[config.mk]
export PLATFORM = sky130hd
export DESIGN_NAME = hcpp_axis
export DESIGN_NICKNAME = d
export VERILOG_FILES = /design/src/hw/rtl/hcpp_pkg.sv /design/src/hw/rtl/hcpp_axis.sv
export SDC_FILE = /design/constraint.sdc
export NUM_CORES = 2
export LEC_CHECK = 0
export ABC_CLOCK_PERIOD_IN_PS = 14450
export BUFFER_PORTS_ARGS = -buffer_cell sky130_fd_sc_hd__buf_4
export CORE_UTILIZATION = 50
export DETAILED_ROUTE_END_ITERATION = 16
export PLACE_DENSITY_LB_ADDON = 0.3
export SLEW_MARGIN = 40
export SYNTH_ARGS = -nofsm -noshare
export SYNTH_HDL_FRONTEND = slang
export SYNTH_SLANG_ARGS = --single-unit
[constraint.sdc]
create_clock -name clk_i -period 14.45 [get_ports clk_i]
set_input_delay 2.89 -clock clk_i [delete_from_list [all_inputs] [get_ports clk_i]]
set_output_delay 2.89 -clock clk_i [all_outputs]
set_load 0.005 [all_outputs]
[src/hw/rtl/hcpp_pkg.sv]
`default_nettype none

package hcpp_pkg;

  // curve parameter resolution, t = sample_index / STEPS
  localparam int STEPS_LG = 10;
  localparam int STEPS    = 1 << STEPS_LG;

  localparam int IN_W  = 11;
  localparam int CFG_W = 16;
  localparam int COL_W = 4;
  localparam int PIX_W = 16;
  localparam int IDX_W = 3;

  localparam int CURVE_FRAC = 12;
  localparam int PIXEL_FRAC = 38;

  // horner datapath widths (bounded by the input ranges)
  localparam int COEF_W = IN_W + 4;
  localparam int U1_W   = COEF_W + STEPS_LG;
  localparam int U2_W   = U1_W + STEPS_LG + 1;
  localparam int U3_W   = U2_W + STEPS_LG + 1;
  localparam int Q_SH   = 3 * STEPS_LG - CURVE_FRAC;
  localparam int Q_W    = IN_W + CURVE_FRAC + 1;

  // rotation and scaling widths
  localparam int PROD_W = Q_W + CFG_W;
  localparam int ROT_W  = PROD_W + 1;
  localparam int SCL_W  = ROT_W + CFG_W;
  localparam int TOT_W  = SCL_W + 1;

  localparam int PIX_MAX = (1 << (PIX_W - 1)) - 1;
  localparam int PIX_MIN = -(1 << (PIX_W - 1));

  // pipeline stage map
  localparam int AXIS_ST = 5;
  localparam int ST_PROD = AXIS_ST;
  localparam int ST_ROT  = AXIS_ST + 1;
  localparam int ST_SCL  = AXIS_ST + 2;
  localparam int ST_OUT  = AXIS_ST + 3;
  localparam int NUM_ST  = ST_OUT + 1;

  typedef enum logic [IDX_W-1:0] {
    REG_COS    = 3'd0,
    REG_SIN    = 3'd1,
    REG_HSCALE = 3'd2,
    REG_VSCALE = 3'd3,
    REG_CX     = 3'd4,
    REG_CY     = 3'd5,
    REG_COLOUR = 3'd6
  } cfg_reg_e;

  localparam logic signed [CFG_W-1:0] COS_RST    = 16'sd16384;
  localparam logic signed [CFG_W-1:0] SIN_RST    = 16'sd0;
  localparam logic signed [CFG_W-1:0] SCALE_RST  = 16'sd4096;
  localparam logic signed [CFG_W-1:0] CENTER_RST = 16'sd0;
  localparam logic [COL_W-1:0]        COLOUR_RST = 4'd15;

endpackage

`default_nettype wire

[src/hw/rtl/hcpp_axis.sv]
`default_nettype none

// one coordinate of the hermite segment, horner form in k, result in q.12
module hcpp_axis import hcpp_pkg::*; (
  input  wire logic                    clk_i,
  input  wire logic [AXIS_ST-1:0]      en_i,
  input  wire logic signed [IN_W-1:0]  p0_i,
  input  wire logic signed [IN_W-1:0]  p1_i,
  input  wire logic signed [IN_W-1:0]  r0_i,
  input  wire logic signed [IN_W-1:0]  r1_i,
  input  wire logic [IN_W-1:0]         k_i,
  output logic signed [Q_W-1:0]        q_o
);

  localparam logic signed [U3_W-1:0] Q_RND = U3_W'((64'd1 << Q_SH) - 64'd1);

  logic signed [COEF_W-1:0] p0_e, p1_e, r0_e, r1_e, dp_e;
  logic signed [COEF_W-1:0] a_d, a_q, b_d, b_q;
  logic signed [IN_W-1:0]   c0_q, c1_q, d0_q, d1_q, d2_q;
  logic [IN_W-1:0]          k0_q, k1_q, k2_q;
  logic signed [IN_W:0]     ks0, ks1, ks2;
  logic signed [U1_W-1:0]   u1_d, u1_q;
  logic signed [U2_W-1:0]   u2_d, u2_q;
  logic signed [U3_W-1:0]   u3_d, u3_q, u3_adj, u3_sh;
  logic signed [Q_W-1:0]    q_d, q_q;

  // polynomial coefficients: a k^3 + b s k^2 + r0 s^2 k + p0 s^3
  always_comb begin
    p0_e = COEF_W'(p0_i);
    p1_e = COEF_W'(p1_i);
    r0_e = COEF_W'(r0_i);
    r1_e = COEF_W'(r1_i);
    dp_e = p1_e - p0_e;
    a_d  = r0_e + r1_e - (dp_e <<< 1);
    b_d  = (dp_e <<< 1) + dp_e - (r0_e <<< 1) - r1_e;
  end

  assign ks0 = $signed({1'b0, k0_q});
  assign ks1 = $signed({1'b0, k1_q});
  assign ks2 = $signed({1'b0, k2_q});

  always_comb begin
    u1_d   = U1_W'(a_q) * U1_W'(ks0) + (U1_W'(b_q) <<< STEPS_LG);
    u2_d   = U2_W'(u1_q) * U2_W'(ks1) + (U2_W'(c1_q) <<< (2 * STEPS_LG));
    u3_d   = U3_W'(u2_q) * U3_W'(ks2) + (U3_W'(d2_q) <<< (3 * STEPS_LG));
    // truncate toward zero
    u3_adj = u3_q + (u3_q[U3_W-1] ? Q_RND : '0);
    u3_sh  = u3_adj >>> Q_SH;
    q_d    = u3_sh[Q_W-1:0];
  end

  always_ff @(posedge clk_i) begin
    if (en_i[0]) begin
      a_q  <= a_d;
      b_q  <= b_d;
      c0_q <= r0_i;
      d0_q <= p0_i;
      k0_q <= k_i;
    end
    if (en_i[1]) begin
      u1_q <= u1_d;
      c1_q <= c0_q;
      d1_q <= d0_q;
      k1_q <= k0_q;
    end
    if (en_i[2]) begin
      u2_q <= u2_d;
      d2_q <= d1_q;
      k2_q <= k1_q;
    end
    if (en_i[3]) begin
      u3_q <= u3_d;
    end
    if (en_i[4]) begin
      q_q <= q_d;
    end
  end

  assign q_o = q_q;

endmodule

`default_nettype wire

==> results.ini <==
[grt]
grt_use_total_pct = 20.7
grt_pass1_vias = 28400
grt_max_degree = 63
grt_pass1_wl_um = 139000
grt.overflow.total = 0
antenna_found_initial = 0

[setup_path]
cp-start-kind = input port
critPathTopFamily = compound AO/OA/AOI/OAI gates
r2r-start = k1_q[3]
required_ps = 14790
cpMaxStageDelayCell = fa_1
arrival_ps = 7500
ff2ff_path_depth = 19
reg2reg_slack_ps = 7780
worst_path_most_repeated_cell = o21ai_0
path_depth = 20
critPathMaxStageDelay_ps = 500
r2r-end = u2_q[34]
worstPathMaxFanout = 5
crit_type = input port to flop
worst_setup_path_end_kind = flop
path_cells = buf_4 > inv_1 > ha_1 > nor2b_1 > o21ai_0 > a21boi_0 > o21ai_0 > a21boi_0 > o21ai_0 > nor4b_1 > nor3_1 > fa_1 > inv_1 > fa_1 > ha_1 > or3_1 > a211o_1 > a31oi_1 > o21ai_0 > xor2_1
path_buf_inv = 3

[final_layout]
fin_cells = 5178
antenna_cells = 0
area_delta_synth_final_pct = 6.08
drive_gt1_share_pct = 4.17
fillers = 7122
nets = 5296

[timing]
slew_headroom_pct = 47.3
fin_crit_sh_pct = 49.6
min_period_ps = 7160
setup_viol = 0
fin_worst_skew_ps = 28.4
clock.fmax_mhz = 140
totalNegativeSetupSlack_ps = 0
finalMaxSlewViolations = 0
worst_slew_pin_slew_ps = 790
rsz0062_at_grt = no
hold_violations = 0

[logic_synthesis]
synth_cells = 4132
synth_area_per_cell_um2 = 9.78
synth_area_um2 = 40400
synth_seq_area_share_pct = 18.2
ys_types = 65
synth_nets = 5319
synth_top_flop_cell = edfxtp_1
async_flop_share_pct = 0
synth_edf_count = 245
ys_ff_latch = 245
yosysWarnings = 0

[placed_design]
hpwl_um = 68100
dp.cells = 5127
numPortBuffers = 84
place_congestion = 0.843

[clock_tree]
path_clk_slew_ps = 60
cts_tree = done
cts.path.max_buffers = 3
cts_sinks = 245
worstSkewPairLatency_ps = 590
cts-buffers-inserted = 29
postCtsResizedCells = 0
cts_setup_buffers = 0
root_buffer = clkbuf_16
htreeDepth = 1
hold_buffers = 0

[route]
drc = 0
drt-total-wl_um = 80400
ant_nets = 0
dr_total_vias = 26200
drtPass1Iterations = 5
wl_per_cell_um = 15.5
vias_per_cell = 5.05
drt_iter0_drc = 1015

[status]
status = completed

[worst_hold_path]
hold_end = d1_q[10]
whs_path_depth = 0
hp-start = d0_q[10]
hp-class = flop to flop

[die]
die_h_um = 286
num_io_pins = 85
start_util_pct = 50.8
core_area_um2 = 79500
num_rows = 103
die_area_um2 = 81900
die_w_um = 286

[job]
cap_viol_max_count = 0

-- how the worst max path moves through the flow --
stage                        from      end  slack (ps)
after floorplan           p1_i[0]  b_q[14]        7260
after global placement    p1_i[0]  b_q[14]        6770
after detailed placement  p1_i[0]  b_q[14]        6740
after CTS                 p1_i[0]  b_q[14]        7390
after global routing      p0_i[1]  b_q[13]        7000
final                     p0_i[1]  b_q[13]        7290
-- per-stage QoR --
stage                     cell area [um2]  hold slack [ps]  util [%]  setup WS [ps]
final                               42900              418      53.9           7290
after global routing                42900              431      53.9           7000
after CTS                           42800              419      53.9           7390
after detailed placement            42000              405      52.8           6740
after global placement              41800              401      52.6           6770
after floorplan                     40400              400         -           7260
-- cells in the final DEF (no fill, tap or decap), drive strengths merged, types with 3 or more instances in the layout --
cell type / Yosys / final
or4: 4 / 4
inv: 999 / 1005
o41ai: 5 / 5
a21boi: 5 / 5
o21bai: 12 / 12
a2111o: 3 / 3
nor3: 28 / 28
buf: 0 / 107
and3: 11 / 11
ha: 339 / 339
a31oi: 10 / 10
or3: 13 / 13
o31ai: 4 / 4
nand2: 609 / 609
fa: 787 / 787
o311ai: 5 / 5
o2111ai: 5 / 5
clkinv: 0 / 8
nor2b: 9 / 9
nand2b: 18 / 18
o21ai: 57 / 57
nor4: 4 / 4
o211ai: 7 / 7
o21a: 11 / 11
edfxtp: 245 / 245
xor2: 39 / 39
and2: 298 / 298
or2: 5 / 5
a21o: 39 / 39
xnor2: 110 / 110
a211o: 4 / 4
nand3: 29 / 29
nor2: 90 / 90
clkbuf: 161 / 33
a211oi: 13 / 13
o31a: 4 / 4
nand4: 7 / 7
a21oi: 112 / 112
-- state kept, by name (all words and copies together), names as in the netlist, 14 cells and up --
name,count
u3_q,43
u2_q,36
u1_q,25
q_o,24
b_q,15
a_q,14
-- cell families after synthesis --
logic type                 count (synthesis)  share of synthesized area, %
adders and majority gates               1126                          49.5
xor gates and xnor gates                 149                          3.23
and+or+nand+nor                         1134                          13.1
DFF                                      245                          18.2
AOI/OAI and AO/OA                        318                          5.14
buffers and inverters                   1160                          10.8
-- per-layer routing --
layer	wire, um	track usage (%)	share of wire (%)
met2	40400	37.2	50
met1	35800	27.3	45
met3	2610	1.95	3.3
met5	0	0	0
met4	1610	4.33	2.0
-- worst reg2reg max path, stage by stage, from the launching register on --
cell	delay [ps]
edfxtp_1	700
buf_6	260
nand2_1	100
fa_1	510
fa_1	510
inv_1	50
fa_1	480
fa_1	490
inv_1	60
fa_1	470
inv_1	40
ha_1	350
nand3_1	150
nor4_1	570
o21ai_0	310
and4b_1	260
o41a_1	470
o21ai_1	320
and4_1	230
nor3_1	50
-- cell usage after synthesis (all sizes together) (4+ instances only) --
| cell type | number | area, um2 |
|---|---|---|
| a211o | 4 | 35.0 |
| a211oi | 13 | 97.6 |
| a21boi | 5 | 37.5 |
| a21o | 39 | 295 |
| a21oi | 112 | 561 |
| a31oi | 10 | 77.6 |
| and2 | 298 | 1870 |
| and3 | 11 | 68.8 |
| clkbuf | 161 | 608 |
| edfxtp | 245 | 7360 |
| fa | 787 | 15800 |
| ha | 339 | 4240 |
| inv | 999 | 3750 |
| nand2 | 609 | 2290 |
| nand2b | 18 | 113 |
| nand3 | 29 | 150 |
| nand4 | 7 | 43.8 |
| nor2 | 90 | 338 |
| nor2b | 9 | 56.3 |
| nor3 | 28 | 140 |
| nor4 | 4 | 25.0 |
| o2111ai | 5 | 43.8 |
| o211ai | 7 | 52.6 |
| o21a | 11 | 82.6 |
| o21ai | 57 | 285 |
| o21bai | 12 | 90.1 |
| o311ai | 5 | 43.8 |
| o31a | 4 | 35.0 |
| o31ai | 4 | 30.0 |
| o41ai | 5 | 51.3 |
| or2 | 5 | 31.3 |
| or3 | 13 | 83.8 |
| or4 | 4 | 31.3 |
| xnor2 | 110 | 963 |
| xor2 | 39 | 342 |
-- area by class of cell --
class / count / area [um2] / share of cell area [%]
Clock inverter: 17 / 138 / 0.321
Timing Repair Buffer: 107 / 867 / 2.02
Multi-Input combinational cell: 2727 / 28700 / 66.9
Sequential cell: 245 / 7360 / 17.2
Inverter: 999 / 3750 / 8.75
Clock buffer: 33 / 741 / 1.73
Tap cell: 1050 / 1310 / 3.07
Power is left out: the tool's default activity adds up to more than one toggle a clock period on the data nets, which glitch-free logic cannot reach.
